<file path="src/rtl/ssoc_pkg.sv">
// Shared types, constants and arithmetic helpers for the state-space
// observer controller. Used by ssoc_lane, ssoc_merge and the top level.
// No dependencies.
package ssoc_pkg;

    // Active problem size
    localparam int STATE_CNT  = 2;
    localparam int OUTPUT_CNT = 2;

    // Maximum sizes set by the coefficient layout
    localparam int MAXS   = 4;
    localparam int MAXO   = 2;
    localparam int SIDX_W = 2;
    localparam int OIDX_W = 1;

    // Word widths
    localparam int DW    = 32;
    localparam int PW    = 48;
    localparam int ACC_W = 51;

    // Coefficient table layout
    localparam logic [5:0] OFS_A    = 6'd0;
    localparam logic [5:0] OFS_B    = 6'd16;
    localparam logic [5:0] OFS_C    = 6'd24;
    localparam logic [5:0] OFS_L    = 6'd32;
    localparam logic [5:0] OFS_K    = 6'd40;
    localparam logic [5:0] OFS_UMAX = 6'd48;
    localparam logic [5:0] OFS_UMIN = 6'd50;
    localparam logic [5:0] OFS_END  = 6'd52;

    // Input command codes
    localparam logic CMD_LOAD = 1'b0;
    localparam logic CMD_STEP = 1'b1;

    // Lane step codes
    typedef enum logic [2:0] {
        STEP_NONE,
        STEP_ERR,
        STEP_MUL,
        STEP_ACC,
        STEP_BSAVE,
        STEP_YSAVE,
        STEP_ALC,
        STEP_XACC
    } lane_step_t;

    // Multiplier operand selection
    typedef enum logic [2:0] {
        OP_KE,
        OP_BU,
        OP_LY,
        OP_LC,
        OP_AX
    } lane_op_t;

    typedef struct packed {
        lane_step_t          step;
        lane_op_t            op;
        logic [OIDX_W-1:0]   k;
        logic [SIDX_W-1:0]   j;
        logic                first;
    } lane_ctrl_t;

    typedef struct packed {
        logic                en;
        logic [5:0]          idx;
        logic signed [DW-1:0] val;
    } coef_wr_t;

    // Q16.16 product, floor of the exact product over 2^16
    function automatic logic signed [PW-1:0] qmul(input logic signed [DW-1:0] a,
                                                  input logic signed [DW-1:0] b);
        logic signed [2*DW-1:0] p;
        p = a * b;
        return p[2*DW-1:16];
    endfunction

    function automatic logic signed [ACC_W-1:0] sext32(input logic signed [DW-1:0] v);
        return {{(ACC_W-DW){v[DW-1]}}, v};
    endfunction

    function automatic logic signed [ACC_W-1:0] sextp(input logic signed [PW-1:0] v);
        return {{(ACC_W-PW){v[PW-1]}}, v};
    endfunction

    // Saturate a wide sum to the signed 32-bit range
    function automatic logic signed [DW-1:0] sat32(input logic signed [ACC_W-1:0] v);
        logic signed [DW-1:0] r;
        if ((&v[ACC_W-1:DW-1]) || (~|v[ACC_W-1:DW-1])) begin
            r = v[DW-1:0];
        end else if (v[ACC_W-1]) begin
            r = {1'b1, {(DW-1){1'b0}}};
        end else begin
            r = {1'b0, {(DW-1){1'b1}}};
        end
        return r;
    endfunction

endpackage

</file>
<file path="src/rtl/ssoc_lane.sv">
// One state lane: its rows of A, B, L, its column of K, a copy of C,
// one multiplier and two accumulators. Depends on ssoc_pkg.
module ssoc_lane (
    input  logic                                 aclk,
    input  logic                                 aresetn,
    input  logic [ssoc_pkg::SIDX_W-1:0]          lane_id,
    input  ssoc_pkg::coef_wr_t                   wr,
    input  ssoc_pkg::lane_ctrl_t                 ctrl,
    input  logic signed [ssoc_pkg::DW-1:0]       ref_in,
    input  logic signed [ssoc_pkg::DW-1:0]       est_in,
    input  logic signed [ssoc_pkg::DW-1:0]       shared_in,
    output logic signed [ssoc_pkg::PW-1:0]       prod_out,
    output logic signed [ssoc_pkg::DW-1:0]       next_est
);

    logic signed [ssoc_pkg::DW-1:0]    a_row_reg [ssoc_pkg::MAXS];
    logic signed [ssoc_pkg::DW-1:0]    b_row_reg [ssoc_pkg::MAXO];
    logic signed [ssoc_pkg::DW-1:0]    l_row_reg [ssoc_pkg::MAXO];
    logic signed [ssoc_pkg::DW-1:0]    k_col_reg [ssoc_pkg::MAXO];
    logic signed [ssoc_pkg::DW-1:0]    c_mat_reg [ssoc_pkg::MAXS*ssoc_pkg::MAXO];
    logic signed [ssoc_pkg::DW-1:0]    e_reg, alc_reg, bu_reg, ly_reg;
    logic signed [ssoc_pkg::PW-1:0]    prod_reg;
    logic signed [ssoc_pkg::ACC_W-1:0] acc_reg, ax_reg;
    logic [5:0]                        off;
    logic signed [ssoc_pkg::DW-1:0]    op_a, op_b, lc, t0, t1;

    // Select multiplier operands
    always_comb begin
        op_a = '0;
        op_b = shared_in;
        case (ctrl.op)
            ssoc_pkg::OP_KE: begin op_a = k_col_reg[ctrl.k]; op_b = e_reg; end
            ssoc_pkg::OP_BU: op_a = b_row_reg[ctrl.k];
            ssoc_pkg::OP_LY: op_a = l_row_reg[ctrl.k];
            ssoc_pkg::OP_LC: begin
                op_a = l_row_reg[ctrl.k];
                op_b = c_mat_reg[{ctrl.k, ctrl.j}];
            end
            ssoc_pkg::OP_AX: op_a = alc_reg;
            default: op_a = '0;
        endcase
    end

    // Table write: decode the slot against this lane
    always_ff @(posedge aclk) begin
        if (!aresetn) begin
            for (int n = 0; n < ssoc_pkg::MAXS; n++) a_row_reg[n] <= '0;
            for (int n = 0; n < ssoc_pkg::MAXO; n++) begin
                b_row_reg[n] <= '0;
                l_row_reg[n] <= '0;
                k_col_reg[n] <= '0;
            end
            for (int n = 0; n < ssoc_pkg::MAXS*ssoc_pkg::MAXO; n++) c_mat_reg[n] <= '0;
        end else if (wr.en) begin
            if (wr.idx < ssoc_pkg::OFS_B) begin
                if (wr.idx[3:2] == lane_id) a_row_reg[wr.idx[1:0]] <= wr.val;
            end else if (wr.idx < ssoc_pkg::OFS_C) begin
                if (off[2:1] == lane_id) b_row_reg[off[0]] <= wr.val;
            end else if (wr.idx < ssoc_pkg::OFS_L) begin
                c_mat_reg[off[2:0]] <= wr.val;
            end else if (wr.idx < ssoc_pkg::OFS_K) begin
                if (off[2:1] == lane_id) l_row_reg[off[0]] <= wr.val;
            end else if (wr.idx < ssoc_pkg::OFS_UMAX) begin
                if (off[1:0] == lane_id) k_col_reg[off[2]] <= wr.val;
            end
        end
    end

    // Offset of the slot within its matrix
    always_comb begin
        if (wr.idx < ssoc_pkg::OFS_C)      off = wr.idx - ssoc_pkg::OFS_B;
        else if (wr.idx < ssoc_pkg::OFS_L) off = wr.idx - ssoc_pkg::OFS_C;
        else if (wr.idx < ssoc_pkg::OFS_K) off = wr.idx - ssoc_pkg::OFS_L;
        else                               off = wr.idx - ssoc_pkg::OFS_K;
    end

    // Datapath steps
    always_ff @(posedge aclk) begin
        case (ctrl.step)
            ssoc_pkg::STEP_ERR:
                e_reg <= ssoc_pkg::sat32(ssoc_pkg::sext32(ref_in) - ssoc_pkg::sext32(est_in));
            ssoc_pkg::STEP_MUL:
                prod_reg <= ssoc_pkg::qmul(op_a, op_b);
            ssoc_pkg::STEP_ACC:
                acc_reg <= (ctrl.first ? '0 : acc_reg) + ssoc_pkg::sextp(prod_reg);
            ssoc_pkg::STEP_BSAVE:
                bu_reg <= ssoc_pkg::sat32(acc_reg);
            ssoc_pkg::STEP_YSAVE:
                ly_reg <= ssoc_pkg::sat32(acc_reg);
            ssoc_pkg::STEP_ALC:
                alc_reg <= ssoc_pkg::sat32(ssoc_pkg::sext32(a_row_reg[ctrl.j])
                                           - ssoc_pkg::sext32(lc));
            ssoc_pkg::STEP_XACC:
                ax_reg <= (ctrl.first ? '0 : ax_reg) + ssoc_pkg::sextp(prod_reg);
            default: ;
        endcase
    end

    // Combine the terms of the new estimate
    always_comb begin
        lc       = ssoc_pkg::sat32(acc_reg);
        t0       = ssoc_pkg::sat32(ax_reg);
        t1       = ssoc_pkg::sat32(ssoc_pkg::sext32(t0) + ssoc_pkg::sext32(ly_reg));
        next_est = ssoc_pkg::sat32(ssoc_pkg::sext32(t1) + ssoc_pkg::sext32(bu_reg));
    end

    assign prod_out = prod_reg;

endmodule

</file>
<file path="config.mk">
export PLATFORM = sky130hd
export DESIGN_NAME = ssoc_lane
export DESIGN_NICKNAME = d
export VERILOG_FILES = /design/src/rtl/ssoc_pkg.sv /design/src/rtl/ssoc_lane.sv
export SDC_FILE = /design/constraint.sdc
export NUM_CORES = 2
export LEC_CHECK = 0
export BUFFER_PORTS_ARGS = -buffer_cell sky130_fd_sc_hd__buf_2
export CAP_MARGIN = 20
export CELL_PAD_IN_SITES_DETAIL_PLACEMENT = 1
export CELL_PAD_IN_SITES_GLOBAL_PLACEMENT = 2
export CORE_AREA = 4 4 457 459
export CTS_BUF_LIST = sky130_fd_sc_hd__clkbuf_2
export DETAILED_ROUTE_END_ITERATION = 16
export DIE_AREA = 0 0 461 463
export PLACE_DENSITY = 0.83
export SYNTH_ARGS = -nofsm -noshare
export SYNTH_HDL_FRONTEND = slang
export SYNTH_SLANG_ARGS = --single-unit
</file>
<file path="constraint.sdc">
create_clock -name aclk -period 31.9 [get_ports aclk]
set_input_delay 6.38 -clock aclk [delete_from_list [all_inputs] [get_ports aclk]]
set_output_delay 6.38 -clock aclk [all_outputs]
set_load 0.05 [all_outputs]
</file>
==> results by group <==
Run status
  – Outcome: complete, no violations

Floorplan
  – Die Wd: 461 um
  – Core area: 204,000 um^2
  – Die area: 213,000 um^2
  – Initial Utilization: 40.9%
  – FP Rows: 166
  – IO Count: 229
  – Chip Height: 463 um

Critical path
  – Critical Path Source: ax_reg[36]$_DFFE_PN_
  – Crit path max-delay family: compound AO/OA/AOI/OAI gates
  – WP depth: 33
  – Worst Path Max Fanout: 32
  – Worst r2r path cells: 29
  – Crit-path most repeated cell: a21oi_1
  – Critical setup path kind: register to output pin
  – Arr. time, crit path: 11.92 ns
  – Critical Path Source Type: register
  – CP max stage delay: 0.71 ns
  – Slowest-stage cell, CP: nand2b_1
  – CP Buf/Inv Count: 3
  – R2r startpoint: c_mat_reg[6][2]$_SDFFCE_PN0P_
  – Worst EP required: 25.52 ns
  – Setup crit end kind: output pin

STA
  – Final Skew: 0.164 ns
  – # setup viols final: 0
  – Max Fclk: 54.7 MHz
  – Final Max Slew Viols: 0
  – Slew HR: 20.3%
  – Worst-Margin Slew: 1.19 ns
  – RSZ-0062 raised after global routing: no
  – Ratio of final minimum period to clock period: 57.4%
  – Final Hold Fails: 0
  – Setup TNS Final: 0 ns
  – Tmin final: 18.30 ns

Placement
  – Port bufs: 228
  – HPWL after DPL: 222,000 um
  – Global placer's final weighted congestion: 0.922

Flow run
  – Max-Cap Viols: 0

Detailed routing
  – DR DRC count: 0
  – Routed length on met1: 122,000 um
  – Final wirelength: 294,000 um
  – DR vias: 62,100
  – Vias per inst: 5.63
  – Routed Antenna Nets: 0
  – DR iter-0 viols: 5,058
  – Routed wire per std cell: 26.6 um
  – Max layer used: met5
  – TritonRoute pass-1 iters: 5
  – WL met3: 24,100 um
  – Routed wl met2: 136,000 um

Yosys
  – Top post-synthesis cells by area: edfxtp_1, fa_1, ha_1
  – Ys flop type: edfxtp_1
  – Synthesized flop and latch total: 854
  – Yosys top cell area share: 30.6%
  – Post-synthesis sequential area ratio: 30.6%
  – Yosys warning count: 0
  – Syn_area_per_cell: 10.4 um^2
  – Synth Instances: 8,018
  – Area leader, netlist: edfxtp_1
  – Synth cell types: 102
  – Post-synthesis cell area: 83,700 um^2
  – Post-synth EDFFs: 854
  – Post-Syn Nets: 9,662
  – Asr flop ratio synth: 0%

Clock network
  – # hold bufs at CTS: 0
  – Post-CTS Resized: 0
  – Maximum clock insertion buffer count: 3
  – Reg clk slew, reported paths: 0.11 ns
  – CTS tree: built
  – Post-CTS Setup Bufs: 0
  – CTS H-Tree Depth: 4
  – Clk Latency, worst-skew pair: 1.69 ns
  – Clock tree sinks: 854
  – Root buf cell: clkbuf_2
  – CTS Buf Count: 218

Worst hold path
  – Hold path startpoint: acc_reg[0]$_DFFE_PN_
  – HP Class: register to register
  – Hold Crit Depth: 2

Layout
  – Nets: 9,837
  – FF/Latch Area: 25,600 um^2
  – Layout filler cell count: 22,700
  – Area of the multi-input gates: 52,300 um^2
  – Proportion of layout cells with a drive suffix above 1: 11.3%
  – Area growth syn-to-layout: 7.62%
  – Max reg flops: 256

Global routing
  – Initial antenna violation count: 36
  – Vias in the first global route: 68,200
  – GRT overflow: 0
  – First-pass GRT wire length: 439,000 um
  – Global-route usage over all layers: 27.5%
  – Largest net degree at the start of global routing: 67
cell type report:
class	count	share of cell area, %
diodes	21	0.0583
clock buffers	304	1.69
clock inverters	56	0.356
inverters	1203	5.01
multi-input cells	5534	58.1
flip-flops and latches	854	28.5
well taps	2688	3.73
repair buffers	382	2.59
metrics by stage:
| step | util [%] | hold WS [ns] | instances | instance area [um^2] | setup WS, ns |
|---|---|---|---|---|---|
| after floorplan | - | 0.549 | 8018 | 83700 | 15.89 |
| after global placement | 43.1 | 0.677 | 10700 | 88100 | 14.55 |
| after detailed placement | 43.1 | 0.698 | 10700 | 88100 | 14.41 |
| after CTS | 44.0 | 0.734 | 11000 | 90000 | 13.39 |
| after global routing | 44.1 | 0.760 | 11000 | 90000 | 12.49 |
| final | 44.1 | 0.729 | 11000 | 90100 | 13.60 |
worst paths after layout:
kind / slack [ns] / end
worst max-delay path: 13.60 / next_est[24]
worst max register to register: 21.65 / prod_out[47]$_DFFE_PN_
worst min-delay path: 0.73 / acc_reg[0]$_DFFE_PN_
worst min register to register: 0.73 / acc_reg[0]$_DFFE_PN_
metal layers:
layer / vias up / global-route usage, %
li1: 26800 / -
met1: 32500 / 37.0
met2: 2395 / 44.0
met3: 465 / 6.23
met4: 22 / 9.18
met5: - / 0
logic make-up (layout without fill, tap and decap cells):
| group | after synthesis | count (layout) | share of synthesized area (%) |
|---|---|---|---|
| AOI/OAI and AO/OA | 1186 | 1186 | 9.50 |
| xor gates and xnor gates | 268 | 268 | 2.83 |
| other | 0 | 21 | 0 |
| DFF | 854 | 854 | 30.6 |
| adders and majority gates | 1525 | 1525 | 32.5 |
| buffers and inverters | 1630 | 1945 | 7.38 |
| muxes | 136 | 136 | 3.08 |
| and+or+nand+nor | 2419 | 2419 | 14.1 |
cell usage in the layout (no fill, tap or decap), types with 14 or more instances in the layout:
cell      instances
nand3_1          41
a31oi_1          22
a22o_1           30
clkinv_1         35
nand4_1          46
and2_1          532
or2_2            23
a22oi_1          33
xnor2_1         177
fa_1           1087
diode_2          21
a221oi_1         14
a21o_1          159
o211ai_1         67
nor3_1           36
and3_1          127
ha_1            408
nor2_1          586
a211oi_1         17
nand2b_1         66
o31ai_1          16
maj3_1           27
nor2b_1         129
a21oi_1         342
inv_1          1201
buf_4           155
a221o_1          23
edfxtp_1        854
clkbuf_2        304
o211a_1          29
a21oi_2          14
buf_2           224
mux4_2           97
nand2_1         745
o21a_1           50
xor2_1           88
o21bai_1         40
o21ai_0         181
mux2i_1          36
cell usage after synthesis (128+ instances only):
master / instances
ha_1: 408
nand2_1: 745
inv_1: 1201
edfxtp_1: 854
nor2_1: 599
and2_1: 532
a21oi_1: 342
o21ai_0: 192
nor2b_1: 130
clkbuf_1: 389
xnor2_1: 177
a21o_1: 159
fa_1: 1087
and3_1: 128
worst register-to-register path, delay by kind of cell, from the launching register on:
family / cells / cell delay, ns
AO/OA/AOI/OAI: 6 / 1.24
XOR/XNOR: 1 / 0.14
adder cells (fa/ha/maj): 9 / 5.33
buffers and inverters: 7 / 1.03
flip-flops: 1 / 0.38
multiplexers: 1 / 0.52
AND/OR/NAND/NOR: 5 / 1.33
Power is not shown: default switching activity piles up to over one toggle a cycle in this logic, so the estimate is an artifact.
