===== src/rtl/ssoc_pkg.sv =====
// Shared types, constants and arithmetic helpers for the state-space
// observer controller. Used by ssoc_lane, ssoc_merge and the top level.
// No dependencies.
package ssoc_pkg;

    // Active problem size
    localparam int STATE_CNT  = 2;
    localparam int OUTPUT_CNT = 2;

    // Maximum sizes set by the coefficient layout
    localparam int MAXS   = 4;
    localparam int MAXO   = 2;
    localparam int SIDX_W = 2;
    localparam int OIDX_W = 1;

    // Word widths
    localparam int DW    = 32;
    localparam int PW    = 48;
    localparam int ACC_W = 51;

    // Coefficient table layout
    localparam logic [5:0] OFS_A    = 6'd0;
    localparam logic [5:0] OFS_B    = 6'd16;
    localparam logic [5:0] OFS_C    = 6'd24;
    localparam logic [5:0] OFS_L    = 6'd32;
    localparam logic [5:0] OFS_K    = 6'd40;
    localparam logic [5:0] OFS_UMAX = 6'd48;
    localparam logic [5:0] OFS_UMIN = 6'd50;
    localparam logic [5:0] OFS_END  = 6'd52;

    // Input command codes
    localparam logic CMD_LOAD = 1'b0;
    localparam logic CMD_STEP = 1'b1;

    // Lane step codes
    typedef enum logic [2:0] {
        STEP_NONE,
        STEP_ERR,
        STEP_MUL,
        STEP_ACC,
        STEP_BSAVE,
        STEP_YSAVE,
        STEP_ALC,
        STEP_XACC
    } lane_step_t;

    // Multiplier operand selection
    typedef enum logic [2:0] {
        OP_KE,
        OP_BU,
        OP_LY,
        OP_LC,
        OP_AX
    } lane_op_t;

    typedef struct packed {
        lane_step_t          step;
        lane_op_t            op;
        logic [OIDX_W-1:0]   k;
        logic [SIDX_W-1:0]   j;
        logic                first;
    } lane_ctrl_t;

    typedef struct packed {
        logic                en;
        logic [5:0]          idx;
        logic signed [DW-1:0] val;
    } coef_wr_t;

    // Q16.16 product, floor of the exact product over 2^16
    function automatic logic signed [PW-1:0] qmul(input logic signed [DW-1:0] a,
                                                  input logic signed [DW-1:0] b);
        logic signed [2*DW-1:0] p;
        p = a * b;
        return p[2*DW-1:16];
    endfunction

    function automatic logic signed [ACC_W-1:0] sext32(input logic signed [DW-1:0] v);
        return {{(ACC_W-DW){v[DW-1]}}, v};
    endfunction

    function automatic logic signed [ACC_W-1:0] sextp(input logic signed [PW-1:0] v);
        return {{(ACC_W-PW){v[PW-1]}}, v};
    endfunction

    // Saturate a wide sum to the signed 32-bit range
    function automatic logic signed [DW-1:0] sat32(input logic signed [ACC_W-1:0] v);
        logic signed [DW-1:0] r;
        if ((&v[ACC_W-1:DW-1]) || (~|v[ACC_W-1:DW-1])) begin
            r = v[DW-1:0];
        end else if (v[ACC_W-1]) begin
            r = {1'b1, {(DW-1){1'b0}}};
        end else begin
            r = {1'b0, {(DW-1){1'b1}}};
        end
        return r;
    endfunction

endpackage


===== src/rtl/ssoc_merge.sv =====
// Merge stage: sums the lanes' K(r - xhat) products, saturates and clamps
// each drive to its limits. Holds the limit registers. Depends on ssoc_pkg.
module ssoc_merge (
    input  logic                                 aclk,
    input  logic                                 aresetn,
    input  ssoc_pkg::coef_wr_t                   wr,
    input  logic                                 en,
    input  logic [ssoc_pkg::OIDX_W-1:0]          k,
    input  logic signed [ssoc_pkg::PW-1:0]       prod [ssoc_pkg::MAXS],
    output logic signed [ssoc_pkg::DW-1:0]       drive [ssoc_pkg::MAXO],
    output logic [ssoc_pkg::MAXO-1:0]            sat
);

    logic signed [ssoc_pkg::DW-1:0]    hi_reg [ssoc_pkg::MAXO];
    logic signed [ssoc_pkg::DW-1:0]    lo_reg [ssoc_pkg::MAXO];
    logic signed [ssoc_pkg::DW-1:0]    u_reg  [ssoc_pkg::MAXO];
    logic [ssoc_pkg::MAXO-1:0]         sat_reg;
    logic signed [ssoc_pkg::ACC_W-1:0] sum;
    logic signed [ssoc_pkg::DW-1:0]    u_raw;

    always_comb begin
        sum = '0;
        for (int n = 0; n < ssoc_pkg::MAXS; n++) sum = sum + ssoc_pkg::sextp(prod[n]);
        u_raw = ssoc_pkg::sat32(sum);
    end

    // Write limits, clamp and hold the drive
    always_ff @(posedge aclk) begin
        if (!aresetn) begin
            for (int n = 0; n < ssoc_pkg::MAXO; n++) begin
                hi_reg[n] <= '0;
                lo_reg[n] <= '0;
                u_reg[n]  <= '0;
            end
            sat_reg <= '0;
        end else begin
            if (wr.en && wr.idx[5:1] == ssoc_pkg::OFS_UMAX[5:1]) hi_reg[wr.idx[0]] <= wr.val;
            if (wr.en && wr.idx[5:1] == ssoc_pkg::OFS_UMIN[5:1]) lo_reg[wr.idx[0]] <= wr.val;
            if (en) begin
                if (u_raw > hi_reg[k]) begin
                    u_reg[k]   <= hi_reg[k];
                    sat_reg[k] <= 1'b1;
                end else if (u_raw < lo_reg[k]) begin
                    u_reg[k]   <= lo_reg[k];
                    sat_reg[k] <= 1'b1;
                end else begin
                    u_reg[k]   <= u_raw;
                    sat_reg[k] <= 1'b0;
                end
            end
        end
    end

    assign drive = u_reg;
    assign sat   = sat_reg;

endmodule


===== config.mk =====
export PLATFORM = sky130hd
export DESIGN_NAME = ssoc_merge
export DESIGN_NICKNAME = d
export VERILOG_FILES = /design/src/rtl/ssoc_pkg.sv /design/src/rtl/ssoc_merge.sv
export SDC_FILE = /design/constraint.sdc
export NUM_CORES = 1
export LEC_CHECK = 0
export BUFFER_PORTS_ARGS = -buffer_cell sky130_fd_sc_hd__buf_2
export CAP_MARGIN = 20
export CORE_MARGIN = 4
export CORE_UTILIZATION = 30
export DETAILED_ROUTE_END_ITERATION = 10
export PLACE_DENSITY = 0.48
export SYNTH_ARGS = -nofsm -noshare
export SYNTH_HDL_FRONTEND = slang
export SYNTH_SLANG_ARGS = --single-unit

===== constraint.sdc =====
create_clock -name aclk -period 11.75 [get_ports aclk]
set_input_delay 1.7625 -clock aclk [delete_from_list [all_inputs] [get_ports aclk]]
set_output_delay 1.7625 -clock aclk [all_outputs]
set_load 0.005 [all_outputs]

==> results.rst, run 1 <==
.. list-table::
   :header-rows: 1

   * - Metric
     - Value
   * - Clock-pin transition on the worst setup and hold timing paths
     - 0.07 ns
   * - Net count reported at finish
     - 2478
   * - Number of buffers on the longest clock path
     - 2
   * - Core ar.
     - 54990 sq um
   * - Min Tclk post-route
     - 10.82 ns
   * - Number of DRC markers after the initial detailed-route iteration
     - 915
   * - Area added between synthesis and finish
     - 16.85%
   * - Leakage Power
     - 0.008965 uW
   * - # resized after CTS
     - 0
   * - Leading post-synthesis cells by cell area
     - sky130_fd_sc_hd__edfxtp_1, sky130_fd_sc_hd__fa_1, sky130_fd_sc_hd__ha_1
   * - Number of synthesis warnings
     - 0
   * - Critical setup path kind
     - in2reg
   * - Number of slew-limit violations in the final report
     - 0
   * - Total half-perimeter wirelength after legalization and detailed placement
     - 44280 microns
   * - GR Overflow Total
     - 0
   * - Post-Route WL
     - 58360 microns
   * - Post-synth top cells
     - sky130_fd_sc_hd__inv_1, sky130_fd_sc_hd__edfxtp_1, sky130_fd_sc_hd__a21oi_1
   * - CP Capture Type
     - flop
   * - Beginning of the worst register-to-register path
     - lo_reg[1][17]
   * - Startpoint kind of the worst setup timing path
     - input pin
   * - Number of global-route vias before repair
     - 14739
   * - Sinks on the clock net
     - 194
   * - Startpoint of the worst setup timing path
     - prod[29]
   * - CTS Hold Buffers Added
     - 0
   * - Mean post-synth cell area
     - 9.341 sq um
   * - Power per Cell Area
     - 200.4 nW/um^2
   * - TritonCTS clock tree
     - done
   * - Mapped Nets
     - 2228
   * - Dominant register cell in the synthesized netlist
     - sky130_fd_sc_hd__edfxtp_1
   * - Worst path most repeated cell
     - sky130_fd_sc_hd__a21o_1
   * - Slowest-stage cell, CP
     - sky130_fd_sc_hd__o31ai_4
   * - Total setup violations reported at the end of the flow
     - 0
   * - Maximum resistive drop on vdd
     - 0.2161 mV
   * - Clk Latency, worst-skew pair
     - 0.45 ns
   * - Chip height
     - 243.6 microns
   * - Maximum fanout count along the critical path
     - 62
   * - Number of vias per cell
     - 5.086
   * - Unique masters post-synth
     - 79
   * - Remaining design rule violation count
     - 0
   * - Critical hold path startpoint
     - drive[42]
   * - Final clock period utilization by the worst path
     - 0.9210
   * - Min-Delay Path Class
     - reg2reg
   * - Register bit count reported by yosys
     - 194
   * - Overall fraction of global-route tracks in use
     - 0.1914
   * - Count of vias placed by the detailed router
     - 14214
   * - First drt pass iteration count
     - 5
   * - Number of antenna violations at the first check in global routing
     - 3
   * - Outcome
     - complete, no violations
   * - Count of buffers inserted at the top-level ports
     - 300
   * - Clock H-tree levels
     - 4
   * - Gate count after technology mapping
     - 1783
   * - Slew at the pin closest to its max-slew limit
     - 1.192 ns
   * - Initial cell density of the core
     - 0.3029
   * - Setup repair after global routing missed its margin
     - no
   * - Share of synthesized registers carrying an async set or reset
     - 0
   * - Proportion of layout cells with a drive suffix above 1
     - 0.1984
   * - Global-route wire length before repair
     - 88110 microns
   * - Synthesized area
     - 16650 sq um
   * - I/O Pins
     - 301
   * - Final total negative setup slack
     - 0 ns
   * - Number of hold-slack violations in the final timing report
     - 0
   * - Arr. time, crit path
     - 11.13 ns
   * - Setup repair bufs after CTS
     - 0
   * - Inserted Clock Buffers
     - 17
   * - Area share of the largest cell type after synthesis
     - 0.2308
   * - Maximum clock frequency
     - 0.09241 GHz
   * - Antenna Violating Nets Remaining
     - 0
   * - Area of the die
     - 59350 sq um
   * - Largest stage delay on the critical path
     - 0.72 ns
   * - Placed Cells
     - 2762
   * - Worst relative slew slack
     - 0.2034
   * - X dimension of the die
     - 243.6 microns
   * - Number of flops mapped to enable cells by yosys
     - 128
   * - Number of maximum-capacitance constraint violations
     - 0
   * - Largest net degree at the start of global routing
     - 63
   * - Cell type contributing the most total cell area after synthesis
     - sky130_fd_sc_hd__edfxtp_1
   * - Sequential area share after synthesis
     - 0.3101
   * - Final GP Congestion
     - 0.8712
   * - Finished Layout Cells
     - 2795
   * - Worst clock skew
     - 0.01528 ns
   * - Number of cell rows
     - 86
   * - Detail-routed net length per standard cell
     - 20.88 microns
   * - Count leader, synth
     - sky130_fd_sc_hd__inv_1
   * - Critical path required time
     - 12.06 ns
   * - Root buffer cell
     - sky130_fd_sc_hd__clkbuf_16
layout make-up:
cell class | instances | area (sq um)
well taps | 748 | 935.9
diodes | 1 | 2.502
clock buffers | 22 | 454.2
inverters | 262 | 983.4
repair buffers | 322 | 1682
fillers | 5657 | 35520
flip-flops and latches | 194 | 5165
clock inverters | 10 | 135.1
multi-input cells | 1236 | 10100
through the flow:
step	cell area, sq um	utilization	hold WS [ns]	power [uW]	setup WS [ns]
4_1_cts	19460	0.3539	0.4981	3918	1.040
6_report	19460	0.3539	0.5008	3900	0.9286
2_1_floorplan	16650	-	0.4626	2567	2.755
3_5_place_dp	18870	0.3432	0.4820	3309	0.5730
5_1_grt	19460	0.3539	0.5246	4209	0.05975
3_3_place_gp	18850	0.3428	0.4722	3287	0.7036
cell usage in the layout (no fill, tap or decap), types with 4 or more instances in the layout:
cell                        count
sky130_fd_sc_hd__edfxtp_1     128
sky130_fd_sc_hd__nor2b_1        6
sky130_fd_sc_hd__clkbuf_16     17
sky130_fd_sc_hd__and2_1       103
sky130_fd_sc_hd__o211ai_1      10
sky130_fd_sc_hd__or3_1          6
sky130_fd_sc_hd__mux2i_1       75
sky130_fd_sc_hd__and3_1        41
sky130_fd_sc_hd__a211o_1        6
sky130_fd_sc_hd__nand2_1       72
sky130_fd_sc_hd__nor4_1         8
sky130_fd_sc_hd__o31ai_1       29
sky130_fd_sc_hd__ha_1         113
sky130_fd_sc_hd__o21ai_0       81
sky130_fd_sc_hd__a21oi_1      114
sky130_fd_sc_hd__clkbuf_1       4
sky130_fd_sc_hd__a31oi_1        7
sky130_fd_sc_hd__a221oi_1       4
sky130_fd_sc_hd__nor3_1        13
sky130_fd_sc_hd__buf_4         22
sky130_fd_sc_hd__buf_2        299
sky130_fd_sc_hd__nand2b_1       7
sky130_fd_sc_hd__dfxtp_1       66
sky130_fd_sc_hd__o21bai_1       7
sky130_fd_sc_hd__xnor2_1       19
sky130_fd_sc_hd__a21o_1        34
sky130_fd_sc_hd__o31ai_2       25
sky130_fd_sc_hd__nand3_1       15
sky130_fd_sc_hd__o2111ai_1      5
sky130_fd_sc_hd__o21a_1        14
sky130_fd_sc_hd__a211oi_1      13
sky130_fd_sc_hd__inv_1        262
sky130_fd_sc_hd__a2111oi_0      7
sky130_fd_sc_hd__o21ai_1       14
sky130_fd_sc_hd__a22oi_1       66
sky130_fd_sc_hd__nand4_1       38
sky130_fd_sc_hd__nor2_1       103
sky130_fd_sc_hd__xor2_1        19
sky130_fd_sc_hd__fa_1          97
metal layers:
metal,GRT usage,vias to the layer above,part of all wire,wire length (microns)
li1,-,6774,-,-
met1,0.2483,7038,0.44,25390
met2,0.3417,358,0.50,29170
met3,0.03258,40,0.053,3099
met4,0.02987,4,0.011,671
met5,0,-,0.00045,26
path summary, 6_finish.rpt:
| check | end | slack, ns | cells past startpoint |
|---|---|---|---|
| max | drive[25] | 0.93 | 33 |
| min | drive[42] | 0.50 | 2 |
| min reg2reg | drive[42] | 0.50 | 2 |
| max reg2reg | drive[25] | 7.49 | 16 |
power by group:
part | switching [uW] | total [uW] | internal [uW]
Sequential | 71.6 | 897 | 825
Combinational | 1560 | 2400 | 843
Clock | 263 | 602 | 340
worst max-delay path, delay by kind of cell:
kind | cells | cell delay [ns]
AND/OR/NAND/NOR | 9 | 2.67
AO/OA/AOI/OAI | 17 | 4.64
adder cells (fa/ha/maj) | 4 | 1.81
buffers and inverters | 3 | 0.15
cell families after synthesis:
logic type,after synthesis,synth area share
AND/OR/NAND/NOR,442,0.1425
flip-flops,194,0.3101
multiplexers,78,0.04710
adder cells (fa/ha/maj),210,0.2015
AO/OA/AOI/OAI,468,0.1939
buffers and inverters,353,0.08489
XOR/XNOR,38,0.01998
Note: power is estimated with default switching activity, not from simulation.
==> inputs of run 2 (changes only) <==
--- a/config.mk
+++ b/config.mk
@@ -10,6 +10,7 @@
 export CORE_MARGIN = 4
 export CORE_UTILIZATION = 30
 export DETAILED_ROUTE_END_ITERATION = 10
+export MAX_ROUTING_LAYER = met4
 export PLACE_DENSITY = 0.48
 export SYNTH_ARGS = -nofsm -noshare
 export SYNTH_HDL_FRONTEND = slang
==> run 2 against run 1 <==
Effect of this change:
- sequential power is essentially flat
- first-iteration DRC count down 3.1%
- non-clock buffer count is 1 lower
- sequential share of layout area about the same
- die area unchanged
- fmax is 1.4% higher
- worst hold slack got worse by 0.016 ns
- critical endpoint is now drive[29]
- largest cell class unchanged
==> results.rst, run 2 (synthesized netlist as in run 1, its figures left out) <==
.. list-table::
   :header-rows: 1

   * - Metric
     - Value
   * - Maximum clock frequency
     - 0.09374 GHz
   * - I/O Pins
     - 301
   * - Detail-routed net length per standard cell
     - 20.82 microns
   * - Clock H-tree levels
     - 4
   * - Slew at the pin closest to its max-slew limit
     - 1.112 ns
   * - Number of hold-slack violations in the final timing report
     - 0
   * - Number of buffers on the longest clock path
     - 2
   * - Area added between synthesis and finish
     - 16.64%
   * - Number of antenna violations at the first check in global routing
     - 6
   * - Number of global-route vias before repair
     - 14899
   * - Number of slew-limit violations in the final report
     - 0
   * - Commonest cells after routing, fill and taps aside
     - sky130_fd_sc_hd__buf_2, sky130_fd_sc_hd__inv_1, sky130_fd_sc_hd__edfxtp_1, sky130_fd_sc_hd__a21oi_1, sky130_fd_sc_hd__ha_1
   * - Min Tclk post-route
     - 10.67 ns
   * - Clock-pin transition on the worst setup and hold timing paths
     - 0.07 ns
   * - Total setup violations reported at the end of the flow
     - 0
   * - Total half-perimeter wirelength after legalization and detailed placement
     - 44380 microns
   * - Setup repair after global routing missed its margin
     - no
   * - Remaining design rule violation count
     - 0
   * - Combinational share of power
     - 0.623
   * - Part of the power in the clock network
     - 0.146
   * - Reported net switching power
     - 1900 uW
   * - Internal power component
     - 1972 uW
   * - Final total negative setup slack
     - 0 ns
   * - Largest stage delay on the critical path
     - 0.75 ns
   * - Hold Path Cell Cnt
     - 2
   * - Antenna Violating Nets Remaining
     - 0
   * - Worst relative slew slack
     - 0.2568
   * - Startpoint kind of the worst setup timing path
     - input pin
   * - RR Endpoint
     - drive[29]
   * - Arr. time, crit path
     - 10.98 ns
   * - Chip height
     - 243.6 microns
   * - Count of buffers inserted at the top-level ports
     - 300
   * - Slowest-stage cell, CP
     - sky130_fd_sc_hd__or4_4
   * - CP Capture Type
     - flop
   * - Initial cell density of the core
     - 0.3029
   * - Post-Route WL
     - 58270 microns
   * - Clk Latency, worst-skew pair
     - 0.44 ns
   * - GR Overflow Total
     - 0
   * - Sinks on the clock net
     - 194
   * - # resized after CTS
     - 0
   * - CTS Hold Buffers Added
     - 0
   * - Core ar.
     - 54990 sq um
   * - Number of cell rows
     - 86
   * - Area of the die
     - 59350 sq um
   * - Most common cell after layout, fill and taps aside
     - sky130_fd_sc_hd__buf_2
   * - Worst clock skew
     - 0.01060 ns
   * - Register share of total power
     - 0.231
   * - Outcome
     - complete, no violations
   * - Final clock period utilization by the worst path
     - 0.9079
   * - Number of maximum-capacitance constraint violations
     - 0
   * - Global-route wire length before repair
     - 87640 microns
   * - TritonCTS clock tree
     - done
   * - Proportion of layout cells with a drive suffix above 1
     - 0.1985
   * - Beginning of the worst register-to-register path
     - lo_reg[0][17]
   * - First drt pass iteration count
     - 5
   * - Switching part of the total power
     - 0.4907
   * - Maximum fanout count along the critical path
     - 62
   * - Power per Cell Area
     - 199.3 nW/um^2
   * - Worst min-delay path endpoint
     - drive[47]
   * - Inserted Clock Buffers
     - 17
   * - Root buffer cell
     - sky130_fd_sc_hd__clkbuf_16
   * - Leakage Power
     - 0.008945 uW
   * - Critical setup path kind
     - in2reg
   * - Largest net degree at the start of global routing
     - 63
   * - Count of vias placed by the detailed router
     - 14159
   * - R2r worst-path depth
     - 16
   * - R2R Setup Slk
     - 7.49 ns
   * - Fillers
     - 5699
   * - Critical path required time
     - 12.06 ns
   * - Final core area utilization
     - 0.3533
   * - Setup repair bufs after CTS
     - 0
   * - Min-Delay Path Class
     - reg2reg
   * - Number of vias per cell
     - 5.059
   * - Final GP Congestion
     - 0.8782
   * - Number of DRC markers after the initial detailed-route iteration
     - 887
   * - Net count reported at finish
     - 2477
   * - Maximum resistive drop on vdd
     - 0.1620 mV
   * - Overall fraction of global-route tracks in use
     - 0.1967
   * - X dimension of the die
     - 243.6 microns
   * - Critical hold path startpoint
     - drive[47]
-- run 2: per-stage QoR --
step | std cells | setup slack [ns] | cell area (sq um) | power [uW] | hold slack (ns)
after floorplan | 1783 | 2.755 | 16650 | 2567 | 0.4626
after global placement | 2760 | 0.9130 | 18840 | 3302 | 0.4722
after detailed placement | 2761 | 0.8010 | 18860 | 3318 | 0.4747
after CTS | 2793 | 1.246 | 19410 | 3891 | 0.4919
after global routing | 2799 | 0.3012 | 19430 | 4179 | 0.5082
final | 2799 | 1.082 | 19430 | 3872 | 0.4846
-- run 2: worst max-delay path by stage --
stage | startpoint | cells after the start | endpoint | slack [ns]
detailed placement | prod[29] | 33 | drive[29] | 0.80
finish | prod[29] | 33 | drive[29] | 1.08
global placement | prod[29] | 33 | drive[29] | 0.91
CTS | prod[29] | 33 | drive[29] | 1.25
floorplan | prod[19] | 36 | drive[62] | 2.75
global route | prod[29] | 33 | drive[29] | 0.30
-- run 2: area by class of cell --
cell class              count  area (sq um)  area share
diodes                      6         15.01   0.0007729
repair buffers            321          1674     0.08618
clock inverters             9         81.33    0.004187
well taps                 748         935.9     0.04818
flip-flops and latches    194          5165      0.2659
clock buffers              23         467.9     0.02409
inverters                 262         983.4     0.05062
multi-input cells        1236         10100      0.5201
-- run 2: routing by layer --
layer	GRT usage	vias to the layer above	part of all wire
met5	-	-	0
li1	-	6779	-
met4	0.04523	0	0.019
met2	0.3370	366	0.49
met1	0.2444	6961	0.44
met3	0.03357	53	0.051
-- run 2: power groups by stage --
| stage | combinational (uW) | clock [uW] | sequential (uW) |
|---|---|---|---|
| after floorplan | 1680 | 0 | 891 |
| after global placement | 2390 | 0 | 909 |
| after detailed placement | 2410 | 0 | 911 |
| after CTS | 2420 | 572 | 897 |
| after global routing | 2670 | 599 | 906 |
| final | 2410 | 564 | 896 |
-- run 2: worst max-delay path: cells and delay by family --
family | cells | cell delay (ns)
simple gates | 9 | 2.98
mux | 1 | 0.24
fa+ha+maj | 4 | 1.83
buf+inv | 3 | 0.15
compound gates | 16 | 3.95
